<file path="src/design/scc_pkg.sv">
// shared types, widths and helpers for the segment crossing counter
// no dependencies; imported by every module of the block
package scc_pkg;

  localparam int COORD_BITS = 16;
  localparam int FIELD_W    = 16;
  // coordinates are masked to COORD_BITS, ports are FIELD_W wide
  localparam int COORD_W    = (COORD_BITS < FIELD_W) ? COORD_BITS : FIELD_W;
  localparam int DIFF_W     = COORD_W + 1;
  localparam int PROD_W     = 2 * DIFF_W;
  localparam int SCORE_W    = 16;
  localparam int SUM_W      = 32;
  localparam int NUM_ORIENT = 4;

  localparam logic [SCORE_W-1:0] PENALTY_RESET = SCORE_W'(1);
  localparam logic [SCORE_W-1:0] SCORE_CROSS   = SCORE_W'(1);
  localparam logic [SCORE_W-1:0] SCORE_NONE    = '0;

  typedef logic [COORD_W-1:0]        coord_t;
  typedef logic signed [DIFF_W-1:0]  diff_t;
  typedef logic signed [PROD_W-1:0]  prod_t;

  typedef struct packed {
    coord_t x;
    coord_t y;
  } pt_t;

  typedef enum logic [1:0] {
    ORI_ZERO,
    ORI_POS,
    ORI_NEG
  } orient_e;

  // registered cross products and box flags of one word
  typedef struct packed {
    prod_t [NUM_ORIENT-1:0]  lhs;
    prod_t [NUM_ORIENT-1:0]  rhs;
    logic  [NUM_ORIENT-1:0]  boxed;
    logic                    run_end;
  } stage_t;

  function automatic orient_e orient_of(prod_t a, prod_t b);
    orient_e o;
    if (a == b) begin
      o = ORI_ZERO;
    end else if ($signed(a) > $signed(b)) begin
      o = ORI_POS;
    end else begin
      o = ORI_NEG;
    end
    return o;
  endfunction

endpackage

</file>
<file path="src/design/scc_result_if.sv">
// result channel of the segment crossing counter: pair score and run total
// depends on scc_pkg
interface scc_result_if import scc_pkg::*; ();
  logic                valid;
  logic                ready;
  logic [SCORE_W-1:0]  pair_score;
  logic [SUM_W-1:0]    running_sum;
  logic                run_done;

  modport source (
    output valid, pair_score, running_sum, run_done,
    input  ready
  );
  modport sink (
    input  valid, pair_score, running_sum, run_done,
    output ready
  );
endinterface

</file>
<file path="src/design/scc_score_acc.sv">
// orientation compare, pair scoring, saturating run total and result register
// depends on scc_pkg and scc_result_if
module scc_score_acc import scc_pkg::*; (
  input  logic                clk_i,
  input  logic                rst_ni,
  input  stage_t              stage_i,
  input  logic                stage_valid_i,
  output logic                stage_ready_o,
  input  logic [SCORE_W-1:0]  penalty_i,
  scc_result_if.source        result_o
);

  logic                out_valid_q;
  logic [SCORE_W-1:0]  score_q;
  logic [SUM_W-1:0]    sum_q;
  logic                done_q;
  logic [SUM_W-1:0]    total_q;
  logic [SUM_W-1:0]    total_d;

  orient_e [NUM_ORIENT-1:0]  ori;
  logic                      crossing;
  logic                      touching;
  logic [SCORE_W-1:0]        score_d;
  logic [SUM_W:0]            sum_wide;
  logic [SUM_W-1:0]          sum_d;
  logic                      out_en;
  logic                      load;

  assign out_en        = !out_valid_q || result_o.ready;
  assign load          = out_en && stage_valid_i;
  assign stage_ready_o = out_en;

  always_comb begin
    touching = 1'b0;
    for (int i = 0; i < NUM_ORIENT; i++) begin
      ori[i] = orient_of(stage_i.lhs[i], stage_i.rhs[i]);
      if (ori[i] == ORI_ZERO && stage_i.boxed[i]) begin
        touching = 1'b1;
      end
    end
    crossing = (ori[0] != ori[1]) && (ori[2] != ori[3]);
    if (crossing) begin
      score_d = SCORE_CROSS;
    end else if (touching) begin
      score_d = penalty_i;
    end else begin
      score_d = SCORE_NONE;
    end
    sum_wide = {1'b0, total_q} + (SUM_W + 1)'(score_d);
    // saturate at all ones
    sum_d    = sum_wide[SUM_W] ? '1 : sum_wide[SUM_W-1:0];
    total_d  = stage_i.run_end ? '0 : sum_d;
  end

  always_ff @(posedge clk_i or negedge rst_ni) begin
    if (!rst_ni) begin
      out_valid_q <= 1'b0;
      total_q     <= '0;
    end else begin
      if (out_en) begin
        out_valid_q <= stage_valid_i;
      end
      if (load) begin
        total_q <= total_d;
      end
    end
  end

  always_ff @(posedge clk_i) begin
    if (load) begin
      score_q <= score_d;
      sum_q   <= sum_d;
      done_q  <= stage_i.run_end;
    end
  end

  assign result_o.valid       = out_valid_q;
  assign result_o.pair_score  = score_q;
  assign result_o.running_sum = sum_q;
  assign result_o.run_done    = done_q;

  // a closing word leaves a cleared total behind
  a_clear_after_run_end: assert property (@(posedge clk_i) disable iff (!rst_ni)
    (load && stage_i.run_end) |=> (total_q == '0))
    else $error("run total not cleared after run end");

  // the total carried on matches the last shown sum inside a run
  a_total_tracks_sum: assert property (@(posedge clk_i) disable iff (!rst_ni)
    (out_valid_q && !done_q) |-> (total_q == sum_q))
    else $error("run total differs from shown running sum");

  // saturating add never shows a sum below this word's score
  a_sum_covers_score: assert property (@(posedge clk_i) disable iff (!rst_ni)
    out_valid_q |-> (sum_q >= SUM_W'(score_q)))
    else $error("running sum below pair score");

endmodule

</file>
<file path="src/flat_wrapper.sv">
// flat-port wrapper written by rule: the top's interface ports become plain ports
module scc_score_acc_flat import scc_pkg::*;
  (clk_i, rst_ni, stage_i, stage_valid_i, stage_ready_o, penalty_i, result_o_valid, result_o_pair_score, result_o_running_sum, result_o_run_done, result_o_ready);
  scc_result_if result_o_i ();
  input  logic clk_i;
  input  logic rst_ni;
  input  stage_t stage_i;
  input  logic stage_valid_i;
  output logic stage_ready_o;
  input  logic [SCORE_W-1:0] penalty_i;
  output wire logic [$bits(result_o_i.valid)-1:0] result_o_valid;
  output wire logic [$bits(result_o_i.pair_score)-1:0] result_o_pair_score;
  output wire logic [$bits(result_o_i.running_sum)-1:0] result_o_running_sum;
  output wire logic [$bits(result_o_i.run_done)-1:0] result_o_run_done;
  input wire logic [$bits(result_o_i.ready)-1:0] result_o_ready;
  assign result_o_valid = result_o_i.valid;
  assign result_o_pair_score = result_o_i.pair_score;
  assign result_o_running_sum = result_o_i.running_sum;
  assign result_o_run_done = result_o_i.run_done;
  assign result_o_i.ready = result_o_ready;
  scc_score_acc u_core (.clk_i(clk_i), .rst_ni(rst_ni), .stage_i(stage_i), .stage_valid_i(stage_valid_i), .stage_ready_o(stage_ready_o), .penalty_i(penalty_i), .result_o(result_o_i));
endmodule
</file>
<file path="config.mk">
export PLATFORM = sky130hd
export DESIGN_NAME = scc_score_acc_flat
export DESIGN_NICKNAME = d
export VERILOG_FILES = /design/src/design/scc_pkg.sv /design/src/design/scc_result_if.sv /design/src/design/scc_score_acc.sv /design/src/flat_wrapper.sv
export SDC_FILE = /design/constraint.sdc
export NUM_CORES = 1
export LEC_CHECK = 0
export BUFFER_PORTS_ARGS = -buffer_cell sky130_fd_sc_hd__buf_2
export CAP_MARGIN = 20
export CORE_MARGIN = 5
export CORE_UTILIZATION = 49
export DETAILED_ROUTE_END_ITERATION = 8
export PLACE_DENSITY = 0.83
export SYNTH_ARGS = -nofsm -noshare
export SYNTH_HDL_FRONTEND = slang
export SYNTH_SLANG_ARGS = --single-unit
</file>
<file path="constraint.sdc">
create_clock -name clk_i -period 3.7 [get_ports clk_i]
set_input_delay 0.37 -clock clk_i [delete_from_list [all_inputs] [get_ports clk_i]]
set_output_delay 0.37 -clock clk_i [all_outputs]
set_load 0.01 [all_outputs]
</file>
==> run metrics, run 1 <==
Max Clk Rate=192 MHz; DIE AREA=18800 um^2; CTS tree=done; Post-synth EDFFs=49; Initial Utilization=49.9%; CTS Buf Count=9; Detail Placement HPWL=24600 um; later-pin clock latency in the skew report=350 ps; worst-case hold slack=141 ps; IR drop worst, VDD=231 uV; Non-Filler Instances=1635; cell area after synthesis=7930 um^2; placed cells=1574; commonest cells after routing, fill and taps aside=buf_2, inv_1, buf_4; WP data required=3920 ps; Final Util=77.6%; Worst Max-Slew Pin Slew=891 ps; Critical path destination=u_core.total_q[27]; drt via density=5.82; Clock Tree Root=clkbuf_16; Layout area overhead=55.4%; Max FO, Critical Path=8; Routed WL=34300 um; fin worst setup slack=-1500 ps; nets@finish=1857; flop and latch count out of synthesis=82; DR WL/cell=21.0 um; Worst Hold Class=primary input to async pin; commonest non-fill, non-tap cell in the layout=buf_2; post-synth top area share=24.0%; CTS clk-pin slew, worst paths=70 ps; failing checks=setup timing; Antenna Nets Post-Route=0; share of cells above drive strength 1=45.1%; ys async rst share=40.2%; Total GRT Usage=33.5%; RSZ-0062 raised after global routing=true; core area=15900 um^2; area leader, netlist=ha_1; final instance area=12300 um^2; Chip Width=137 um; FF-to-FF End=u_core.total_q[27]; die height=137 um; clock sinks=82; fin crit share=141%; Pre-antenna DRT Iters=5; number of max-cap violations=0; Port-buffer cells=347; Most used DFF post-synth=edfxtp_1; Netlist cell types=66; Fillers=1041; initial antenna violation count=14; yosys warns=0; Seq/Total Area, Yosys=29.0%; path type of the worst setup path=primary input to flop; global placement routability congestion=1.01; CTS H-tree depth=3; Leak=6.72 nW; Site Rows=46; Syn Area/Cell=8.74 um^2; Synth Instances=907; Ports=348; slew margin rel.=40.6%; Worst EP arrival=5420 ps; drt drc=0; total global routing overflow=0; CP Capture Type=flop; largest net degree at the start of global routing=47; DP Area=11100 um^2; Reg2Reg Depth=9; worst reg2reg startpoint=u_core.total_q[16]; PD cells=242 nW/um^2; Syn Nets=1357; DR vias=9509; Hold Vio Cnt, Final=0; run status=finished, violations left; endpoints failing setup=64; CP Launch Point=stage_i[63]; top cells by area, synth=ha_1, edfxtp_1, dfrtp_1; vias in the first global route=9375; Worst setup SP type=primary input; worst reg2reg setup slack=350 ps; maximum clock path buffer count=2; post-layout min period=5200 ps; first-pass GRT wire length=48400 um; clock skew=7.85 ps; initial DRC count=835; Final Max Tran Viols=0
## metal layers
layer  wire length [um]  GRT usage [%]
met5                110              0
met3               3540           9.35
met4               1920           16.4
met2              16700           59.3
met1              12000           36.8
## synthesized netlist by cell type, types with 2 or more instances
cell type and instances:
inv_1 162, ha_1 152, a21oi_1 74, nand2_1 71, edfxtp_1 49, dfrtp_1 33, o21ai_0 32, nand3_1 30
nand4_1 28, a21o_1 27, nor2_1 27, nor3_1 19, a22o_1 15, clkbuf_1 14, nand2b_1 14, a211oi_1 11
xnor2_1 11, and3_1 10, o21bai_1 10, xor2_1 10, a211oi_2 9, a31oi_1 9, nor4_1 9, o21a_1 9
and4_1 5, a31o_2 4, a221oi_1 3, a22oi_1 3, a41oi_1 3, and2_1 3, mux2_2 3, nor2b_1 3
or3_1 3, a211o_1 2, a2bb2oi_1 2, buf_6 2, mux2i_1 2, nor4b_1 2, o22ai_1 2, o31ai_1 2
or2_2 2, or4_1 2
## kinds of logic after synthesis
logic type | Yosys count | share of synthesized area [%]
and+or+nand+nor | 232 | 14.9
AOI/OAI and AO/OA | 232 | 19.9
buffers and inverters | 181 | 8.78
muxes | 5 | 0.679
DFF | 82 | 29.0
xor gates and xnor gates | 22 | 2.60
adders and majority gates | 153 | 24.2
## critical path, stage by stage
cell and delay, ps:
buf_2 80, inv_1 40, ha_1 300, nand4_1 160, or4_4 520, or4_4 430, or4_4 500, o22ai_4 240
nor3_2 190, o2bb2ai_4 210, ha_4 190, fa_2 410, a21o_1 180, a21oi_2 160, o21a_1 250, nor4_4 90
buf_4 160, o21ai_4 170, buf_6 150, buf_6 130, nand3_1 90, mux2i_1 290, nor3_1 110
## report_power, final
part	total (mW)	internal, mW	switching [mW]
Sequential	1.03	1.01	0.0186
Combinational	1.03	0.494	0.533
Clock	0.920	0.525	0.395
## flip-flops by register name, summed over array words and instances (netlist names)
register and cells:
u_core.result_o.running_sum 32, u_core.result_o.run_done 1, u_core.result_o.valid 1, u_core.total_q 32, u_core.result_o.pair_score 16
## how the worst min path moves through the flow
stage / to / slack, ps / cells after the start
2_1_floorplan: u_core.result_o.valid / 70 / 0
3_3_place_gp: u_core.total_q[14] / 500 / 1
3_5_place_dp: u_core.total_q[6] / 500 / 1
4_1_cts: u_core.total_q[1] / 150 / 1
5_1_grt: u_core.total_q[1] / 190 / 1
6_report: u_core.total_q[1] / 140 / 1
## through the flow
step                      TNS [ps]  power, mW  setup WS [ps]
after detailed placement   -103950       1.92          -1800
after global routing        -87850       3.11          -1530
after CTS                   -70640       2.86          -1220
after global placement      -94720       1.89          -1640
after floorplan             -60510       1.50          -1200
final                       -82110       2.98          -1500
## what timing repair did
| item | in CTS | in global routing |
|---|---|---|
| hold buffers | 0 | 0 |
| resized for setup | 66 | 40 |
| endpoints found under the setup margin | 64 | 64 |
| buffers inserted | 26 | 11 |
| cloned | 2 | 1 |
| endpoints found under the hold margin | 0 | 0 |
| pin swaps | 47 | 35 |
## area by class of cell
type / instances / area [um^2] / area share [%]
inverter: 163 / 634 / 5.15
antenna: 7 / 17.5 / 0.142
tap: 216 / 270 / 2.19
clock buffer: 10 / 229 / 1.86
clock inverter: 6 / 67.6 / 0.548
multi-input combinational: 646 / 5700 / 46.3
sequential: 82 / 2300 / 18.6
timing repair buffer: 505 / 3100 / 25.2
Note: power is estimated with default switching activity, not from simulation.
==> inputs of run 2 (changes only) <==
--- a/config.mk
+++ b/config.mk
@@ -14,3 +14,4 @@
 export SYNTH_ARGS = -nofsm -noshare
 export SYNTH_HDL_FRONTEND = slang
 export SYNTH_SLANG_ARGS = --single-unit
+export TNS_END_PERCENT = 10
==> constraint.sdc (replaced) <==
create_clock -name clk_i -period 5.4 [get_ports clk_i]
set_input_delay 0.54 -clock clk_i [delete_from_list [all_inputs] [get_ports clk_i]]
set_output_delay 0.54 -clock clk_i [all_outputs]
set_load 0.01 [all_outputs]
==> run 2 against run 1 <==
  * The flow now finishes without violations
  * Combinational power is 44% lower
  * Clock power shrank 32%
  * Register-to-register slack better by 2300 ps
  * Cell count down 3.9%
  * Count of clock-buffer cells in the layout fell by 1
  * Hold slack gained 150 ps
  * Die area stayed put
  * Routed wire length down 19%
  * Critical path type unchanged
  * Highest routed layer unchanged
==> run metrics, run 2 (synthesis gave the netlist of run 1 again) <==
Final Max Tran Viols=0 (unchanged); most frequent CP cell=or4_1 (was or4_4); path type of the worst setup path=primary input to flop (unchanged); die height=137 um (unchanged); Pre-antenna DRT Iters=5 (unchanged); WP data required=5590 ps (was 3920 ps); Leak=6.21 nW (was 6.72 nW); Chip Width=137 um (unchanged); commonest cells after routing, fill and taps aside=buf_2, inv_1, ha_1 (was buf_2, inv_1, buf_4); IR drop worst, VDD=138 uV (was 231 uV); global placement routability congestion=0.989 (was 1.01); initial antenna violation count=6 (was 14); Comb power frac=30.0% (was 34.5%); switching part of the total power=30.4% (was 31.8%); Max FO, Critical Path=5 (was 8); DIE AREA=18800 um^2 (unchanged); total global routing overflow=0 (unchanged); CP max-delay cell=or4_1 (was or4_4); Worst Max-Slew Pin Slew=825 ps (was 891 ps); clock sinks=82 (unchanged); cell-internal power=1.33 mW (was 2.03 mW); Worst Hold Class=primary input to async pin (unchanged); CP peak stage delay=550 ps (was 520 ps); Worst setup SP type=primary input (unchanged); final setup TNS=0 ps (was -82110 ps); worst-case hold slack=287 ps (was 141 ps); Worst EP arrival=5430 ps (was 5420 ps); Total GRT Usage=28.5% (was 33.5%); initial DRC count=547 (was 835); Port-buffer cells=347 (unchanged); post-layout min period=5240 ps; final instance area=11100 um^2 (was 12300 um^2); first-pass GRT wire length=41800 um (was 48400 um); CTS tree=done (unchanged); clock skew=7.65 ps (was 7.85 ps); Routed WL=27700 um (was 34300 um); Ports=348 (unchanged); RSZ-0062 raised after global routing=true (unchanged); drt via density=5.40 (was 5.82); DR WL/cell=17.6 um (was 21.0 um); nets@finish=1796 (was 1857); Hold Vio Cnt, Final=0 (unchanged); family with the most delay on the worst path=simple AND/OR/NAND/NOR gates (unchanged); vias in the first global route=8627 (was 9375); CP Capture Type=flop (unchanged); Initial Utilization=49.9% (unchanged); critical-path cell list=buf_2, inv_1, ha_1, nand4_1, or4_1, or4_1, or4_4, o2111a_2, o2bb2ai_2, ha_2, fa_2, a21o_1, a21oi_2, o21a_1, nor4_4, or2_4, or4b_4, and2_1, o21ai_0 (was buf_2, inv_1, ha_1, nand4_1, or4_4, or4_4, or4_4, o22ai_4, nor3_2, o2bb2ai_4, ha_4, fa_2, a21o_1, a21oi_2, o21a_1, nor4_4, buf_4, o21ai_4, buf_6, buf_6, nand3_1, mux2i_1, nor3_1); CTS Buf Count=9 (unchanged); multi-input logic area=5090 um^2 (was 5700 um^2); endpoints failing setup=0 (was 64); Site Rows=46 (unchanged); WP buf/inv=2 (was 5); Hold-fix buffers, CTS=0 (unchanged); P_sw=0.578 mW (was 0.946 mW); DR vias=8494 (was 9509); Clock Tree Root=clkbuf_16 (unchanged); core area=15900 um^2 (unchanged); later-pin clock latency in the skew report=340 ps (was 350 ps); clock power share=33.0% (was 30.9%); fin crit share=97.0%; share of cells above drive strength 1=37.1% (was 45.1%); register area=2300 um^2 (unchanged); largest net degree at the start of global routing=40 (was 47); CTS clk-pin slew, worst paths=70 ps (about the same); number of max-cap violations=0 (unchanged); Antenna Nets Post-Route=0 (unchanged); maximum clock path buffer count=2 (unchanged); PD cells=172 nW/um^2 (was 242 nW/um^2); CTS H-tree depth=3 (unchanged); commonest non-fill, non-tap cell in the layout=buf_2 (unchanged); Max Clk Rate=191 MHz; drt drc=0 (unchanged); run status=completed (was finished, violations left); sequential share of power=37.0% (was 34.7%); Detail Placement HPWL=23400 um (was 24600 um); Fillers=1267 (was 1041); slew margin rel.=45.0% (was 40.6%); DP Area=10700 um^2 (was 11100 um^2); Layout area overhead=40.0% (was 55.4%)
[run 2: changes by cell type in the layout (fill, tap and decap cells not counted), sizes merged]
cell      before  now
buf          504  445
clkbuf        11    9
clkinv         4    2
clkinvlp       1    2
diode          7    5
inv          163  165
nor3          20   19
[run 2: worst paths after layout]
| check | to | slack [ps] | depth (start not counted) | startpoint |
|---|---|---|---|---|
| setup / recovery | u_core.result_o.running_sum[30] | 160 | 19 | stage_i[71] |
| hold / removal | u_core.total_q[17] | 290 | 1 | rst_ni |
| setup reg to reg | u_core.result_o.running_sum[30] | 2640 | 10 | u_core.total_q[0] |
| hold reg to reg | u_core.total_q[12] | 520 | 1 | u_core.total_q[12] |
| max in group asynchronous | u_core.total_q[30] | 4580 | 1 | rst_ni |
| min in group clk_i | u_core.result_o.valid | 400 | 2 | stage_valid_i |
[run 2: repair_timing]
| item | CTS | global route |
|---|---|---|
| resized for setup | 0 | 13 |
| setup buffers | 0 | 2 |
| setup endpoints to repair | 0 | 41 |
[run 2: through the flow]
stage	util (%)	total power, mW	std cells	setup slack (ps)
finish	69.9	1.90	1572	159
detailed placement	67.3	1.27	1548	-301
floorplan	-	1.01	907	71.9
global route	69.9	2.01	1572	-52.5
global placement	67.3	1.26	1548	-239
CTS	69.2	1.90	1564	20.7
[run 2: routing by layer]
layer	wire, um	track usage [%]	vias to the layer above	share of wire (%)
met1	10700	32.4	3818	39
met2	12800	47.5	414	46
met5	7	0	-	0.025
met3	2610	8.73	103	9.4
met4	1510	15.9	2	5.5
li1	-	-	4157	-
[run 2: cell type report]
cell class	instances	area share (%)
inverter	163	5.51
clock buffer	9	2.03
multi-input combinational	645	45.9
tap	216	2.43
sequential	82	20.7
timing repair buffer	445	22.6
antenna	5	0.113
clock inverter	7	0.699
[run 2: power groups by stage]
| stage | combinational (mW) | sequential, mW | clock [mW] |
|---|---|---|---|
| final | 0.572 | 0.705 | 0.628 |
| after global routing | 0.641 | 0.706 | 0.663 |
| after CTS | 0.561 | 0.705 | 0.631 |
| after detailed placement | 0.556 | 0.717 | 0 |
| after global placement | 0.542 | 0.717 | 0 |
| after floorplan | 0.282 | 0.728 | 0 |
==> inputs of run 3 (changes only) <==
--- a/config.mk
+++ b/config.mk
@@ -7,10 +7,12 @@
 export LEC_CHECK = 0
 export BUFFER_PORTS_ARGS = -buffer_cell sky130_fd_sc_hd__buf_2
 export CAP_MARGIN = 20
+export CELL_PAD_IN_SITES_DETAIL_PLACEMENT = 1
+export CELL_PAD_IN_SITES_GLOBAL_PLACEMENT = 2
 export CORE_MARGIN = 5
-export CORE_UTILIZATION = 49
+export CORE_UTILIZATION = 27
 export DETAILED_ROUTE_END_ITERATION = 8
-export PLACE_DENSITY = 0.83
+export PLACE_DENSITY = 0.82
 export SYNTH_ARGS = -nofsm -noshare
 export SYNTH_HDL_FRONTEND = slang
 export SYNTH_SLANG_ARGS = --single-unit
==> run 3 against run 2 <==
  * Cell count grew 11%
  * First-iteration DRC count shrank 61%
  * Sequential power is essentially flat
  * Global-route usage shrank 9.6 points
  * Highest routed layer unchanged
  * Power shrank 2.1%
  * Count of clock-buffer cells in the layout grew 2
  * Critical path depth grew 1
==> run metrics, run 3 (synthesis gave the netlist of run 1 again) <==
fin crit share=96.6% (was 97.0%); post-layout min period=5220 ps (was 5240 ps); later-pin clock latency in the skew report=350 ps (was 340 ps); clock skew=7.05 ps (was 7.65 ps); Worst setup SP type=primary input (unchanged); Non-Filler Instances=1743 (was 1572); Antenna Nets Post-Route=0 (unchanged); drt drc=0 (unchanged); DIE AREA=32900 um^2 (was 18800 um^2); global placement routability congestion=0.946 (was 0.989); CTS H-tree depth=3 (unchanged); initial DRC count=216 (was 547); Layout area overhead=43.4% (was 40.0%); endpoints failing setup=0 (unchanged); CTS Buf Count=9 (unchanged); PD cells=164 nW/um^2 (was 172 nW/um^2); Site Rows=62 (was 46); Ports=348 (unchanged); Detail Placement HPWL=27800 um (was 23400 um); Global Route met2 Usage=34.1% (was 47.5%); nets@finish=1797 (was 1796); Hold-fix buffers, CTS=0 (unchanged); Pre-antenna DRT Iters=4 (was 5); largest net degree at the start of global routing=47 (was 40); CTS tree=done (unchanged); Total GRT Usage=18.9% (was 28.5%); CTS clk-pin slew, worst paths=60 ps (was 70 ps); DR WL/cell=18.4 um (was 17.6 um); Max Clk Rate=192 MHz (was 191 MHz); placed cells=1716 (was 1548); run status=completed (unchanged); commonest non-fill, non-tap cell in the layout=buf_2 (unchanged); Worst Max-Slew Pin Slew=860 ps (was 825 ps); Final Max Tran Viols=0 (unchanged); Max FO, Critical Path=7 (was 5); drt via density=4.76 (was 5.40); commonest cells after routing, fill and taps aside=buf_2, inv_1, ha_1 (unchanged); IR drop worst, VDD=162 uV (was 138 uV); clock sinks=82 (unchanged); path type of the worst setup path=primary input to flop (unchanged); total global routing overflow=0 (unchanged); CP Capture Type=flop (unchanged); vias in the first global route=9000 (was 8627); M1 GR Usage=23.2% (was 32.4%); core area=28900 um^2 (was 15900 um^2); die height=181 um (was 137 um); Worst Hold Class=primary input to async pin (unchanged); Leak=6.25 nW (was 6.21 nW); fin worst setup slack=182 ps (was 159 ps); slew margin rel.=42.6% (was 45.0%); number of max-cap violations=0 (unchanged); Routed WL=32100 um (was 27700 um); initial antenna violation count=8 (was 6); Port-buffer cells=347 (unchanged); maximum clock path buffer count=2 (unchanged); busiest grt layer=met2 (unchanged); met3 usage=3.74% (was 8.73%); Chip Width=181 um (was 137 um); first-pass GRT wire length=49300 um (was 41800 um); pre-CTS setup slack=-395 ps (was -301 ps); Initial Utilization=27.5% (was 49.9%); Hold Vio Cnt, Final=0 (unchanged); DR vias=8294 (was 8494); Clock Tree Root=clkbuf_16 (unchanged); WP data required=5500 ps (was 5590 ps); Reg2Reg Depth=10 (unchanged); share of cells above drive strength 1=37.8% (was 37.1%); Worst EP arrival=5320 ps (was 5430 ps)
## run 3: final cells by class
class	instances	area [um^2]
antenna	7	17.5
clock buffer	11	243
clock inverter	5	30.0
fill	3563	17500
inverter	163	612
multi-input combinational	644	5150
sequential	82	2300
tap	384	480
timing repair buffer	447	2540
## run 3: routing by layer
metal | vias up | wire, um
met2 | 197 | 16500
met3 | 26 | 1500
li1 | 4153 | -
met5 | - | 26
met4 | 4 | 428
met1 | 3914 | 13600
## run 3: timing repair
action | CTS | global route
setup buffers | 0 | 4
pin swaps | 0 | 14
resized for setup | 2 | 16
setup endpoints to repair | 2 | 50
## run 3: worst max-delay path, cell delays in order
cell,delay (ps)
buf_2,80
inv_1,70
ha_4,280
nand4_1,110
or4_4,540
or4_4,430
or4_4,480
o2111a_2,350
buf_12,160
a211oi_4,250
ha_1,280
a21o_1,150
a21o_1,190
a211oi_2,310
o31ai_2,150
a221oi_2,240
buf_4,200
nor3_1,80
nand2_1,100
mux2_2,330
## run 3: through the flow
stage	instance area (um^2)	hold WS, ps	setup TNS (ps)	total power [mW]	utilization [%]
after floorplan	8020	244	0	1.01	-
after global placement	10900	494	-7870	1.28	37.8
after detailed placement	10900	501	-14790	1.29	37.8
after CTS	11200	332	0	1.88	38.8
after global routing	11400	369	-48.7	1.99	39.4
final	11400	308	0	1.86	39.4
## run 3: where the power goes
part	internal (mW)	switching (mW)	total [mW]
registers	0.695	0.0116	0.707
logic	0.274	0.309	0.583
clock network	0.322	0.253	0.575
## run 3: path summary, 6_finish.rpt
path,from,end,slack [ps]
min reg2reg,u_core.total_q[14],u_core.total_q[14],510
min,rst_ni,u_core.total_q[28],310
max in group asynchronous,rst_ni,u_core.total_q[10],4550
max reg2reg,u_core.total_q[1],u_core.result_o.running_sum[29],2670
max,stage_i[68],u_core.result_o.running_sum[29],180
min in group clk_i,stage_valid_i,u_core.result_o.valid,410
